File: src/hdl/hsp_pkg.sv
// Shared types, constants and helpers for the HTTP status/header parser.
// No dependencies; imported by every module of the block.
package hsp_pkg;

    localparam int MAX_BYTES = 16384;
    localparam int POS_W     = $clog2(MAX_BYTES);
    localparam int FIELD_W   = 14;
    localparam int NUM_W     = 16;
    localparam int Q_DEPTH   = 4;
    localparam int Q_AW      = $clog2(Q_DEPTH);

    // event kinds
    localparam logic [2:0] EV_VERSION  = 3'd0;
    localparam logic [2:0] EV_STATUS   = 3'd1;
    localparam logic [2:0] EV_PHRASE   = 3'd2;
    localparam logic [2:0] EV_HDR_NAME = 3'd3;
    localparam logic [2:0] EV_HDR_VAL  = 3'd4;
    localparam logic [2:0] EV_COMPLETE = 3'd5;
    localparam logic [2:0] EV_ERROR    = 3'd6;

    // error codes
    localparam logic [2:0] ERR_NONE     = 3'd0;
    localparam logic [2:0] ERR_VERSION  = 3'd1;
    localparam logic [2:0] ERR_SHORT    = 3'd2;
    localparam logic [2:0] ERR_LONE_CR  = 3'd3;
    localparam logic [2:0] ERR_HDR_NAME = 3'd4;
    localparam logic [2:0] ERR_HDR_MAX  = 3'd5;
    localparam logic [2:0] ERR_TOO_LONG = 3'd6;

    localparam logic [7:0] CH_CR    = 8'h0d;
    localparam logic [7:0] CH_LF    = 8'h0a;
    localparam logic [7:0] CH_TAB   = 8'h09;
    localparam logic [7:0] CH_SP    = 8'h20;
    localparam logic [7:0] CH_COLON = 8'h3a;
    localparam logic [7:0] CH_ZERO  = 8'h30;
    localparam logic [7:0] CH_ONE   = 8'h31;

    localparam logic [2:0] VER_LEN = 3'd7;

    // classified byte as it travels from front to back
    typedef struct packed {
        logic [7:0]       data;
        logic             first;
        logic             is_ws;
        logic             is_cr;
        logic             is_lf;
        logic             is_colon;
        logic [NUM_W-1:0] dig100;
        logic [NUM_W-1:0] dig10;
        logic [NUM_W-1:0] dig1;
    } t_item;

    // "HTTP/1." prefix
    function automatic logic [7:0] ver_char(input logic [2:0] idx);
        logic [7:0] c;
        case (idx)
            3'd0:    c = 8'h48;
            3'd1:    c = 8'h54;
            3'd2:    c = 8'h54;
            3'd3:    c = 8'h50;
            3'd4:    c = 8'h2f;
            3'd5:    c = 8'h31;
            3'd6:    c = 8'h2e;
            default: c = 8'h00;
        endcase
        return c;
    endfunction

endpackage

File: src/hdl/hsp_front.sv
// Front end: takes input bytes and classifies them for the parser back end.
// Depends on hsp_pkg.
module hsp_front import hsp_pkg::*; (
    input  logic       i_in_valid,
    input  logic [7:0] i_data_byte,
    input  logic       i_first,
    input  logic       i_q_full,
    output logic       o_in_stall,
    output logic       o_push,
    output t_item      o_item
);

    logic [NUM_W-1:0] w_digit;

    assign w_digit = {{(NUM_W-8){1'b0}}, i_data_byte} - {{(NUM_W-8){1'b0}}, CH_ZERO};

    assign o_in_stall = i_q_full;
    assign o_push     = i_in_valid & ~i_q_full;

    always_comb begin
        o_item.data     = i_data_byte;
        o_item.first    = i_first;
        o_item.is_cr    = (i_data_byte == CH_CR);
        o_item.is_lf    = (i_data_byte == CH_LF);
        o_item.is_ws    = (i_data_byte == CH_SP) || (i_data_byte == CH_TAB) ||
                          (i_data_byte == CH_CR) || (i_data_byte == CH_LF);
        o_item.is_colon = (i_data_byte == CH_COLON);
        // no digit check: wraps for non-digits, as the code is defined
        o_item.dig100   = NUM_W'(w_digit * NUM_W'(100));
        o_item.dig10    = NUM_W'(w_digit * NUM_W'(10));
        o_item.dig1     = w_digit;
    end

endmodule

File: src/hdl/hsp_queue.sv
// Short item queue between the classifying front end and the parser.
// Depends on hsp_pkg.
module hsp_queue import hsp_pkg::*; (
    input  logic  i_clk,
    input  logic  i_rst_n,
    input  logic  i_push,
    input  t_item i_item,
    input  logic  i_pop,
    output logic  o_full,
    output logic  o_empty,
    output t_item o_item
);

    t_item           r_mem [Q_DEPTH];
    logic [Q_AW-1:0] r_wp;
    logic [Q_AW-1:0] r_rp;
    logic [Q_AW:0]   r_count;
    logic            w_pop;

    assign o_full  = (r_count == (Q_AW+1)'(Q_DEPTH));
    assign o_empty = (r_count == '0);
    assign o_item  = r_mem[r_rp];
    assign w_pop   = i_pop & ~o_empty;

    always_ff @(posedge i_clk) begin
        if (i_push) begin
            r_mem[r_wp] <= i_item;
        end
    end

    always_ff @(posedge i_clk) begin
        if (!i_rst_n) begin
            r_wp    <= '0;
            r_rp    <= '0;
            r_count <= '0;
        end else begin
            if (i_push) begin
                r_wp <= r_wp + 1'b1;
            end
            if (w_pop) begin
                r_rp <= r_rp + 1'b1;
            end
            case ({i_push, w_pop})
                2'b10:   r_count <= r_count + 1'b1;
                2'b01:   r_count <= r_count - 1'b1;
                default: r_count <= r_count;
            endcase
        end
    end

endmodule

File: src/hdl/hsp_back.sv
// Back end: response parser state machine, header limit register and
// registered result stage. Depends on hsp_pkg.
module hsp_back import hsp_pkg::*; (
    input  logic                i_clk,
    input  logic                i_rst_n,
    input  logic                i_q_empty,
    input  t_item               i_item,
    output logic                o_pop,
    input  logic                i_cfg_valid,
    output logic                o_cfg_ready,
    input  logic [7:0]          i_cfg_data,
    output logic                o_out_valid,
    input  logic                i_out_stall,
    output logic [2:0]          o_event_kind,
    output logic [FIELD_W-1:0]  o_field_start,
    output logic [FIELD_W-1:0]  o_field_length,
    output logic signed [15:0]  o_number,
    output logic [2:0]          o_error_code
);

    typedef enum logic [10:0] {
        PH_VERSION     = 11'b000_0000_0001,
        PH_STATUS_SKIP = 11'b000_0000_0010,
        PH_STATUS_TOK  = 11'b000_0000_0100,
        PH_PHRASE_SKIP = 11'b000_0000_1000,
        PH_PHRASE      = 11'b000_0001_0000,
        PH_WAIT_LF     = 11'b000_0010_0000,
        PH_HDR_START   = 11'b000_0100_0000,
        PH_NAME_SKIP   = 11'b000_1000_0000,
        PH_NAME_TOK    = 11'b001_0000_0000,
        PH_VALUE_SKIP  = 11'b010_0000_0000,
        PH_VALUE       = 11'b100_0000_0000
    } t_phase;

    t_phase           r_phase, n_phase;
    logic [POS_W-1:0] r_pos, n_pos;
    logic [POS_W-1:0] r_tok, n_tok;
    logic [2:0]       r_vidx, n_vidx;
    logic [NUM_W-1:0] r_sval, n_sval;
    logic [1:0]       r_dcnt, n_dcnt;
    logic [7:0]       r_hcnt, n_hcnt;
    logic             r_scr, n_scr;
    logic             r_colon, n_colon;
    logic             r_fin, n_fin;
    logic [7:0]       r_hdr_limit;

    logic               r_out_valid;
    logic [2:0]         r_kind;
    logic [FIELD_W-1:0] r_start;
    logic [FIELD_W-1:0] r_len;
    logic [NUM_W-1:0]   r_number;
    logic [2:0]         r_err;

    logic               w_advance;
    logic               w_deq;
    logic [POS_W-1:0]   w_p;
    logic               e_emit;
    logic [2:0]         e_kind;
    logic [POS_W-1:0]   e_start;
    logic [POS_W-1:0]   e_len;
    logic [NUM_W-1:0]   e_num;
    logic [2:0]         e_err;

    assign w_advance   = ~r_out_valid | ~i_out_stall;
    assign w_deq       = w_advance & ~i_q_empty;
    assign o_pop       = w_deq;
    assign o_cfg_ready = 1'b1;

    always_comb begin
        n_phase = r_phase;
        n_pos   = r_pos;
        n_tok   = r_tok;
        n_vidx  = r_vidx;
        n_sval  = r_sval;
        n_dcnt  = r_dcnt;
        n_hcnt  = r_hcnt;
        n_scr   = r_scr;
        n_colon = r_colon;
        n_fin   = r_fin;
        w_p     = r_pos;
        e_emit  = 1'b0;
        e_kind  = EV_ERROR;
        e_start = '0;
        e_len   = '0;
        e_num   = '0;
        e_err   = ERR_NONE;

        if (w_deq) begin
            if (i_item.first) begin
                n_phase = PH_VERSION;
                n_pos   = '0;
                n_tok   = '0;
                n_vidx  = '0;
                n_sval  = '0;
                n_dcnt  = '0;
                n_hcnt  = '0;
                n_scr   = 1'b0;
                n_colon = 1'b0;
                n_fin   = 1'b0;
            end
            w_p = n_pos;
            if (!n_fin) begin
                if (w_p >= POS_W'(MAX_BYTES - 1)) begin
                    n_fin   = 1'b1;
                    e_emit  = 1'b1;
                    e_start = w_p;
                    e_err   = ERR_TOO_LONG;
                end else begin
                    n_pos = w_p + 1'b1;
                    case (n_phase)
                        PH_VERSION: begin
                            if (n_vidx < VER_LEN) begin
                                if (i_item.data != ver_char(n_vidx)) begin
                                    n_fin   = 1'b1;
                                    e_emit  = 1'b1;
                                    e_start = w_p;
                                    e_err   = ERR_VERSION;
                                end else begin
                                    n_vidx = n_vidx + 1'b1;
                                end
                            end else if (i_item.data == CH_ZERO || i_item.data == CH_ONE) begin
                                n_phase = PH_STATUS_SKIP;
                                e_emit  = 1'b1;
                                e_kind  = EV_VERSION;
                                e_len   = POS_W'(8);
                                e_num   = {{(NUM_W-1){1'b0}}, i_item.data[0]};
                            end else begin
                                n_fin   = 1'b1;
                                e_emit  = 1'b1;
                                e_start = w_p;
                                e_err   = ERR_VERSION;
                            end
                        end
                        PH_STATUS_SKIP: begin
                            if (!i_item.is_ws) begin
                                n_tok   = w_p;
                                n_sval  = i_item.dig100;
                                n_dcnt  = 2'd1;
                                n_phase = PH_STATUS_TOK;
                            end
                        end
                        PH_STATUS_TOK: begin
                            if (!i_item.is_ws) begin
                                case (n_dcnt)
                                    2'd0:    n_sval = i_item.dig100;
                                    2'd1:    n_sval = n_sval + i_item.dig10;
                                    2'd2:    n_sval = n_sval + i_item.dig1;
                                    default: n_sval = n_sval;
                                endcase
                                if (n_dcnt != 2'd3) begin
                                    n_dcnt = n_dcnt + 1'b1;
                                end
                            end else if (n_dcnt != 2'd3) begin
                                n_fin   = 1'b1;
                                e_emit  = 1'b1;
                                e_start = w_p;
                                e_err   = ERR_SHORT;
                            end else begin
                                n_phase = PH_PHRASE_SKIP;
                                e_emit  = 1'b1;
                                e_kind  = EV_STATUS;
                                e_start = n_tok;
                                e_len   = w_p - n_tok;
                                e_num   = n_sval;
                            end
                        end
                        PH_PHRASE_SKIP, PH_VALUE_SKIP: begin
                            if (!i_item.is_ws) begin
                                n_tok   = w_p;
                                n_phase = (n_phase == PH_PHRASE_SKIP) ? PH_PHRASE : PH_VALUE;
                            end
                        end
                        PH_PHRASE, PH_VALUE: begin
                            if (i_item.is_cr || i_item.is_lf) begin
                                e_emit  = 1'b1;
                                e_kind  = (n_phase == PH_PHRASE) ? EV_PHRASE : EV_HDR_VAL;
                                e_start = n_tok;
                                e_len   = w_p - n_tok;
                                if (n_phase == PH_VALUE) begin
                                    n_hcnt = n_hcnt + 1'b1;
                                end
                                n_scr   = 1'b0;
                                n_phase = i_item.is_cr ? PH_WAIT_LF : PH_HDR_START;
                            end
                        end
                        PH_WAIT_LF: begin
                            if (!i_item.is_lf) begin
                                n_fin   = 1'b1;
                                e_emit  = 1'b1;
                                e_start = w_p;
                                e_err   = ERR_LONE_CR;
                            end else if (n_scr) begin
                                n_fin  = 1'b1;
                                e_emit = 1'b1;
                                e_kind = EV_COMPLETE;
                                e_len  = w_p + 1'b1;
                                e_num  = {{(NUM_W-8){1'b0}}, n_hcnt};
                            end else begin
                                n_phase = PH_HDR_START;
                            end
                        end
                        PH_HDR_START: begin
                            if (i_item.is_cr) begin
                                n_scr   = 1'b1;
                                n_phase = PH_WAIT_LF;
                            end else if (i_item.is_lf) begin
                                n_fin  = 1'b1;
                                e_emit = 1'b1;
                                e_kind = EV_COMPLETE;
                                e_len  = w_p + 1'b1;
                                e_num  = {{(NUM_W-8){1'b0}}, n_hcnt};
                            end else if (n_hcnt >= r_hdr_limit) begin
                                n_fin   = 1'b1;
                                e_emit  = 1'b1;
                                e_start = w_p;
                                e_err   = ERR_HDR_MAX;
                            end else if (i_item.is_ws) begin
                                n_phase = PH_NAME_SKIP;
                            end else begin
                                n_tok   = w_p;
                                n_colon = i_item.is_colon;
                                n_phase = PH_NAME_TOK;
                            end
                        end
                        PH_NAME_SKIP: begin
                            if (!i_item.is_ws) begin
                                n_tok   = w_p;
                                n_colon = i_item.is_colon;
                                n_phase = PH_NAME_TOK;
                            end
                        end
                        PH_NAME_TOK: begin
                            if (!i_item.is_ws) begin
                                n_colon = i_item.is_colon;
                            end else if (!n_colon) begin
                                n_fin   = 1'b1;
                                e_emit  = 1'b1;
                                e_start = w_p;
                                e_err   = ERR_HDR_NAME;
                            end else begin
                                n_phase = PH_VALUE_SKIP;
                                e_emit  = 1'b1;
                                e_kind  = EV_HDR_NAME;
                                e_start = n_tok;
                                // colon is not part of the name
                                e_len   = w_p - n_tok - 1'b1;
                            end
                        end
                        default: begin
                            n_fin = 1'b1;
                        end
                    endcase
                end
            end
        end
    end

    always_ff @(posedge i_clk) begin
        if (!i_rst_n) begin
            r_phase     <= PH_VERSION;
            r_pos       <= '0;
            r_tok       <= '0;
            r_vidx      <= '0;
            r_sval      <= '0;
            r_dcnt      <= '0;
            r_hcnt      <= '0;
            r_scr       <= 1'b0;
            r_colon     <= 1'b0;
            r_fin       <= 1'b1;
            r_hdr_limit <= 8'd32;
            r_out_valid <= 1'b0;
        end else begin
            r_phase <= n_phase;
            r_pos   <= n_pos;
            r_tok   <= n_tok;
            r_vidx  <= n_vidx;
            r_sval  <= n_sval;
            r_dcnt  <= n_dcnt;
            r_hcnt  <= n_hcnt;
            r_scr   <= n_scr;
            r_colon <= n_colon;
            r_fin   <= n_fin;
            if (i_cfg_valid) begin
                r_hdr_limit <= i_cfg_data;
            end
            if (w_advance) begin
                r_out_valid <= w_deq & e_emit;
            end
        end
    end

    always_ff @(posedge i_clk) begin
        if (w_deq && e_emit) begin
            r_kind   <= e_kind;
            r_start  <= FIELD_W'(e_start);
            r_len    <= FIELD_W'(e_len);
            r_number <= e_num;
            r_err    <= e_err;
        end
    end

    assign o_out_valid    = r_out_valid;
    assign o_event_kind   = r_kind;
    assign o_field_start  = r_start;
    assign o_field_length = r_len;
    assign o_number       = $signed(r_number);
    assign o_error_code   = r_err;

    a_err_has_code: assert property (@(posedge i_clk) disable iff (!i_rst_n)
        (r_out_valid && r_kind == EV_ERROR) |-> (r_err != ERR_NONE))
        else $error("error item without a code");

    a_ok_no_code: assert property (@(posedge i_clk) disable iff (!i_rst_n)
        (r_out_valid && r_kind != EV_ERROR) |-> (r_err == ERR_NONE))
        else $error("non-error item carries an error code");

    a_end_idles: assert property (@(posedge i_clk) disable iff (!i_rst_n)
        (w_deq && e_emit && (e_kind == EV_ERROR || e_kind == EV_COMPLETE)) |=> r_fin)
        else $error("parser not idle after complete or error");

    a_pos_bound: assert property (@(posedge i_clk) disable iff (!i_rst_n)
        r_pos <= POS_W'(MAX_BYTES - 1))
        else $error("byte position past limit");

endmodule

File: src/hdl/http_status_header_parser.sv
// Top level of the HTTP response head parser: front end, item queue, back end.
// Depends on hsp_pkg, hsp_front, hsp_queue, hsp_back.
//
//  channel  | direction | handshake                | payload
//  ---------+-----------+--------------------------+-----------------------------------
//  in       | in        | i_in_valid / o_in_stall  | i_data_byte, i_first
//  out      | out       | o_out_valid / i_out_stall| o_event_kind, o_field_start,
//           |           |                          | o_field_length, o_number, o_error_code
//  cfg      | in        | i_cfg_valid / o_cfg_ready| i_cfg_data (header limit)
//
// One byte per cycle sustained while the queue is not full; a byte is written to the queue
// when accepted, and its result, at most one, is registered when the back end pops it.
// The 4-entry queue lets the front keep taking bytes while the result register stalls.
// Synchronous active-low reset; after reset the parser idles until a byte with i_first.
// o_cfg_ready is always high.
module http_status_header_parser import hsp_pkg::*; (
    input  logic                i_clk,
    input  logic                i_rst_n,
    input  logic                i_in_valid,
    output logic                o_in_stall,
    input  logic [7:0]          i_data_byte,
    input  logic                i_first,
    output logic                o_out_valid,
    input  logic                i_out_stall,
    output logic [2:0]          o_event_kind,
    output logic [13:0]         o_field_start,
    output logic [13:0]         o_field_length,
    output logic signed [15:0]  o_number,
    output logic [2:0]          o_error_code,
    input  logic                i_cfg_valid,
    output logic                o_cfg_ready,
    input  logic [7:0]          i_cfg_data
);

    logic  w_push;
    logic  w_pop;
    logic  w_full;
    logic  w_empty;
    t_item w_front_item;
    t_item w_back_item;

    hsp_front u_front (
        .i_in_valid  (i_in_valid),
        .i_data_byte (i_data_byte),
        .i_first     (i_first),
        .i_q_full    (w_full),
        .o_in_stall  (o_in_stall),
        .o_push      (w_push),
        .o_item      (w_front_item)
    );

    hsp_queue u_queue (
        .i_clk   (i_clk),
        .i_rst_n (i_rst_n),
        .i_push  (w_push),
        .i_item  (w_front_item),
        .i_pop   (w_pop),
        .o_full  (w_full),
        .o_empty (w_empty),
        .o_item  (w_back_item)
    );

    hsp_back u_back (
        .i_clk          (i_clk),
        .i_rst_n        (i_rst_n),
        .i_q_empty      (w_empty),
        .i_item         (w_back_item),
        .o_pop          (w_pop),
        .i_cfg_valid    (i_cfg_valid),
        .o_cfg_ready    (o_cfg_ready),
        .i_cfg_data     (i_cfg_data),
        .o_out_valid    (o_out_valid),
        .i_out_stall    (i_out_stall),
        .o_event_kind   (o_event_kind),
        .o_field_start  (o_field_start),
        .o_field_length (o_field_length),
        .o_number       (o_number),
        .o_error_code   (o_error_code)
    );

endmodule
File: config.mk
export PLATFORM = sky130hd
export DESIGN_NAME = http_status_header_parser
export DESIGN_NICKNAME = d
export VERILOG_FILES = /design/src/hdl/hsp_pkg.sv /design/src/hdl/hsp_front.sv /design/src/hdl/hsp_queue.sv /design/src/hdl/hsp_back.sv /design/src/hdl/http_status_header_parser.sv
export SDC_FILE = /design/constraint.sdc
export NUM_CORES = 1
export LEC_CHECK = 0
export ABC_AREA = 0
export BUFFER_PORTS_ARGS = -buffer_cell sky130_fd_sc_hd__buf_4
export CAP_MARGIN = 5
export CORE_MARGIN = 1.5
export CORE_UTILIZATION = 65
export CTS_BUF_LIST = sky130_fd_sc_hd__clkbuf_8
export DETAILED_ROUTE_END_ITERATION = 10
export PLACE_DENSITY = 0.93
export SLEW_MARGIN = 20
export SYNTH_ARGS = -nofsm -noshare
export SYNTH_HDL_FRONTEND = slang
export SYNTH_SLANG_ARGS = --single-unit
File: constraint.sdc
create_clock -name i_clk -period 10.8 [get_ports i_clk]
set_input_delay 0.54 -clock i_clk [delete_from_list [all_inputs] [get_ports i_clk]]
set_output_delay 0.54 -clock i_clk [all_outputs]
set_load 0.01 [all_outputs]
Word-level counts from Yosys, hierarchy flattened --
Memory sizes are Yosys's and may differ from the RTL's. A register that Yosys moved wholly into a read port is not among the register bits. Cells that the tools add are included. W data, S select, Z words.
Word-level totals: bits in registers 137, bits in writable memories 232, input port bits 22, output and inout bits 53, logic and storage cells 278, memories kept 1
Memory list:
- u_queue.r_mem | depth 4, bits a word 58, read ports 1, clocked after Yosys merged registers in 1, wr ports 1, RTL line hsp_queue.sv:14 | t_item r_mem [Q_DEPTH];
Operators by class: $add $sub $neg 13, multipliers 2, $lt $le $gt $ge 3, eq/ne operators 31, multiplexer cells 178, bitwise gates (word level) 10, reduce and logical (&&, ||, !) cells 19
Operator list (number):
- $mux W14 | 35
- $mux W11 | 20
- $mux W16 | 11
- $pmux W14 S6 | 2
- $mux W8 | 14
- $pmux W11 S9 | 1
- $mux W3 | 25
- $pmux W16 S4 | 1
- $pmux W16 S3 | 1
- $pmux W7 S6 | 1
- $mux W1 | 41
- $add A16 B16 Y16 | 2
- $eq A8 B6 Y1 const B | 4
- $pmux W16 S2 | 1
- $pmux W14 S2 | 1
- $mux W2 | 13
- $eq A8 B4 Y1 const B | 3
- $pmux W3 S6 | 1
- $mul A16 B3 Y15 const B | 1
- $mul A16 B5 Y14 const B | 1
- $pmux W3 S5 | 1
- $add A14 B1 Y14 const B | 1
- $ge A14 B14 Y1 const B | 1
- $sub A14 B1 Y14 const B | 1
- 46 further kinds | 73

Longest topological paths before layout --
depth after elaboration 20, mapped depth 21, depth with buffers taken out 17

Hierarchy --
From an unflattened synthesis, not the netlist that was laid out.
Unflattened totals: cells, all modules 1798, area, all modules 21206.6 µm²
By module, submodules not included:
- hsp_back | times used 1, cells an instance 1223, area an instance 10181.0 µm², sequential area each 3103.0 µm²
- hsp_queue | times used 1, cells an instance 368, area an instance 9339.0 µm², sequential area each 7507.2 µm²
- hsp_front | times used 1, cells an instance 207, area an instance 1686.6 µm², sequential area each 0.0 µm²

Least setup slack after synthesis --
No wires, ideal clock.
path kind flip-flop to flip-flop, from register (tool-made name), to register u_back.r_len[13] (netlist: u_back.o_field_length[13]), data pin, setup time 0.263 ns, arrival 5.189 ns, data required time 10.537 ns, path slack 5.347 ns, stages on the path, launching flop included 21, path buffers 6, period minus slack after synthesis 5.453 ns, cell sequence dfxtp_1 buf_2 mux2i_1 mux2_2 clkbuf_1 buf_1 buf_1 clkbuf_1 buf_1 nand2_1 ha_1 nor2b_1 o21a_1 o21ai_0 a2bb2oi_1 or3_1 a2111o_1 or3_1 or4_1 nand3_1 a21oi_1
RTL lines:
- end signal, assigned | RTL line hsp_back.sv:296 | r_len <= FIELD_W'(e_len);
- end, declared | RTL line hsp_back.sv:50 | logic [FIELD_W-1:0] r_len;

==> results by group <==
Run status
  – Outcome: finished, final reports clean

Setup path
  – Setup crit start kind: flip-flop
  – CP Capture Type: flip-flop
  – Worst EP required: between 10 and 15 ns
  – Crit path max-delay family: simple AND/OR/NAND/NOR gates
  – CP dominant cell by count: buf_4
  – CP cell instances: buf_4 > mux2i_1 > mux2_2 > buf_4 > nand2_1 > inv_1 > ha_1 > nand4_1 > or3_1 > nor3_1 > buf_4 > nor2_1 > buf_4 > nand2_1 > nor2_1 > nand2_1 > o21ai_0
  – Worst path max stage delay: a little under 0.6 ns
  – CP Data Arrival Time: 5.92 ns
  – Sum of buffers and inverters on the critical path: 5
  – Slowest CP cell: buf_4
  – Worst-path maximum fanout: 64
  – Critical path class: flip-flop to flip-flop

Route
  – Drc violations: 0
  – Routed WL: 46490 um
  – Drt wl/cell: between 20 and 25 um
  – Vias: 14300
  – DRT iter0 DRCs: ~2000
  – Vias per inst: roughly 6.7
  – Detailed Routing Iterations Pass 1: 8
  – Post-route ant nets: 0

Clocking
  – Hold_buf cts: 0
  – TritonCTS clock tree: yes
  – H-Tree Depth: 2
  – # clock sinks: between 300 and 400
  – Post-CTS setup buffer count: 0
  – Later-pin clock latency in the skew report: 0.60 ns
  – Post_cts resized: 0
  – Max Root-Sink Buffers: 3
  – Clock-pin slew on the worst setup and hold paths: about 0.06 ns
  – CTS buffer count: 49
  – CTS root buffer: clkbuf_8

Flow run
  – Max Cap Viol: 0

GRT
  – Largest net degree at the start of global routing: between 80 and 90
  – Antenna violations before repair: 0
  – First-pass GRT wire length: between 70000 and 80000 um
  – Grt total ovfl: 0
  – Vias in the first global route: between 10000 and 15000
  – Gr usage total: between 30% and 40%

Yosys
  – Synth Area in XOR/XNOR: under 10%
  – Yosys reg bits: between 300 and 400
  – Post-synthesis compound-gate area fraction: between 10 and 15%
  – Netlist cell types: 86
  – Synth Cell Area: about 18000 um2
  – Largest family of logic cells by synthesized area: simple AND/OR/NAND/NOR gates
  – Post-synthesis sequential area ratio: between 40% and 50%
  – Net Count, Synth: ~1900
  – Simple-gate share of the synthesized area: approximately 15%
  – Number of flops mapped to enable cells by yosys: about 220
  – Synth Area in Adders: 9.288%
  – Mapped Cells: around 1700
  – Asr flop ratio synth: 0%
  – Main synth FF type: edfxtp_1
  – Mux cell area share after synthesis: around 6%
  – Yosys warns: 0
  – Syn Area/Cell: between 10 and 15 um2

Place
  – Post-DP Area: ~19000 um2
  – Port Buf Inserts: 73
  – GP Congestion: ~0.95
  – Hpwl dp: between 30000 and 40000 um
  – Worst slack at placement: around 5.4 ns

Floorplanning
  – Top-level port count: 75
  – # rows: 60
  – Chip height: around 170 um
  – DIE WIDTH: 169.3 um
  – Initial Utilization: approximately two thirds
  – Core Area: between 20000 and 30000 um2
  – Die area: between 20000 and 30000 um2

Power and ir drop
  – Worst vdd ir: approximately 0.14 mV
  – Cell leakage power: 7.502 nW
  – PwrDens: around 210 nW/um2

Layout
  – ANT cells: 0
  – Layout cells sized above 1: 12.72%
  – Synthesis-to-layout area growth: 10.16%
  – Commonest non-fill, non-tap cell in the layout: edfxtp_1
  – Cell area after layout: a little under 20000 um2
  – Post-layout nets: 1916
  – Commonest non-fill, non-tap cells in the layout: edfxtp_1 (218), nand2_1 (175), ha_1 (111)
  – Fin util: roughly 73%

STA
  – Unrepaired setup endpoints after global routing: false
  – Final setup TNS: 0 ns
  – Tcrit/Tclk final: between 50% and 60%
  – Slew Limit Fails: 0
  – Clock skew: about 0.024 ns
  – FMAX: about 180 MHz
  – Setup ws final: 5.187 ns
  – Rel. slew slack: around a quarter
  – Final min period: 5.613 ns
  – Worst-margin pin slew: roughly 1.1 ns
  – Final Hold Viols: 0
  – Final setup vio count: 0

Hold path
  – Worst hold path class: primary input to flip-flop
==> per-layer routing <==
layer,global-route usage (%),part of all wire (%)
met2,52.75,47
met5,0,0
met1,42.28,39
met3,6.087,9.4
met4,15.97,4.6
==> synth_stat cells, types with 16 or more instances <==
master,count,share of area (%)
and2_1,25,0.87
edfxtp_1,218,36
nor2b_1,53,1.8
nor2_1,109,2.3
a21o_1,19,0.79
mux4_2,41,5.1
inv_1,89,1.9
dfxtp_1,89,9.9
o21ai_0,84,2.3
ha_1,111,7.7
or3_1,17,0.59
nand2_1,175,3.7
nand4_1,16,0.56
a22oi_1,17,0.71
xnor2_1,54,2.6
clkbuf_1,60,1.3
xor2_1,34,1.7
nand3_1,45,1.3
a21boi_0,24,1.0
nor3_1,38,1.1
a21oi_1,100,2.8
==> registers in the layout (all words and copies together) (netlist names), 2 cells and up, named ones only <==
name / flops
u_back.r_vidx: 3
u_back.r_tok: 14
u_back.o_field_length: 14
u_back.r_dcnt: 2
u_queue.r_wp: 2
u_back.r_pos: 14
u_queue.r_count: 3
u_back.r_hdr_limit: 8
u_queue.r_rp: 2
u_back.o_error_code: 3
u_back.o_field_start: 14
u_queue.r_mem: 168
u_back.o_number: 16
u_back.r_hcnt: 8
u_back.o_event_kind: 3
u_back.r_sval: 16
u_back.r_phase: 11
==> path summary, 6_finish.rpt <==
path                          from                      end  slack (ns)  depth (start not counted)
setup reg to reg         flip-flop  u_back.o_field_start[8]        5.19                         17
setup / recovery         flip-flop  u_back.o_field_start[8]        5.19                         17
hold / removal             i_first     u_queue.r_mem[2][49]        0.16                          1
hold reg to reg   u_back.r_sval[7]         u_back.r_sval[7]        0.48                          1
==> cell type report <==
class / count / area, um2
Clock buffer: 52 / 715.7
Clock inverter: 38 / 290.3
Fill cell: 1785 / 7228
Inverter: 89 / 335.3
Multi-Input combinational cell: 1230 / 8996
Sequential cell: 307 / 8330
Tap cell: 341 / 426.7
Timing Repair Buffer: 92 / 703.2
==> kinds of logic (layout without fill, tap and decap cells) <==
family                     Yosys count  after routing
buffers and inverters              168            271
AOI/OAI and AO/OA                  404            404
other                                1              1
muxes                               57             57
DFF                                307            307
adders and majority gates          125            125
xor gates and xnor gates            89             89
and+or+nand+nor                    554            554
==> power breakdown <==
part	internal, W	total [W]	switching [W]	leakage, nW
clock	0.000548	0.00103	0.000480	0.544
sequential	0.00151	0.00158	0.0000620	2.74
combinational	0.000541	0.00155	0.00101	4.21
total	0.00260	0.00415	0.00155	7.50
==> through the flow <==
stage	power (W)	std cells	hold WS (ns)
2_1_floorplan	0.002605	1705	0.4247
4_1_cts	0.004128	2148	0.1372
3_5_place_dp	0.003104	2058	0.4614
5_1_grt	0.004332	2149	0.1289
3_3_place_gp	0.003031	2058	0.4409
6_report	0.004151	2149	0.1561
Note: power is estimated with default switching activity, not from simulation.
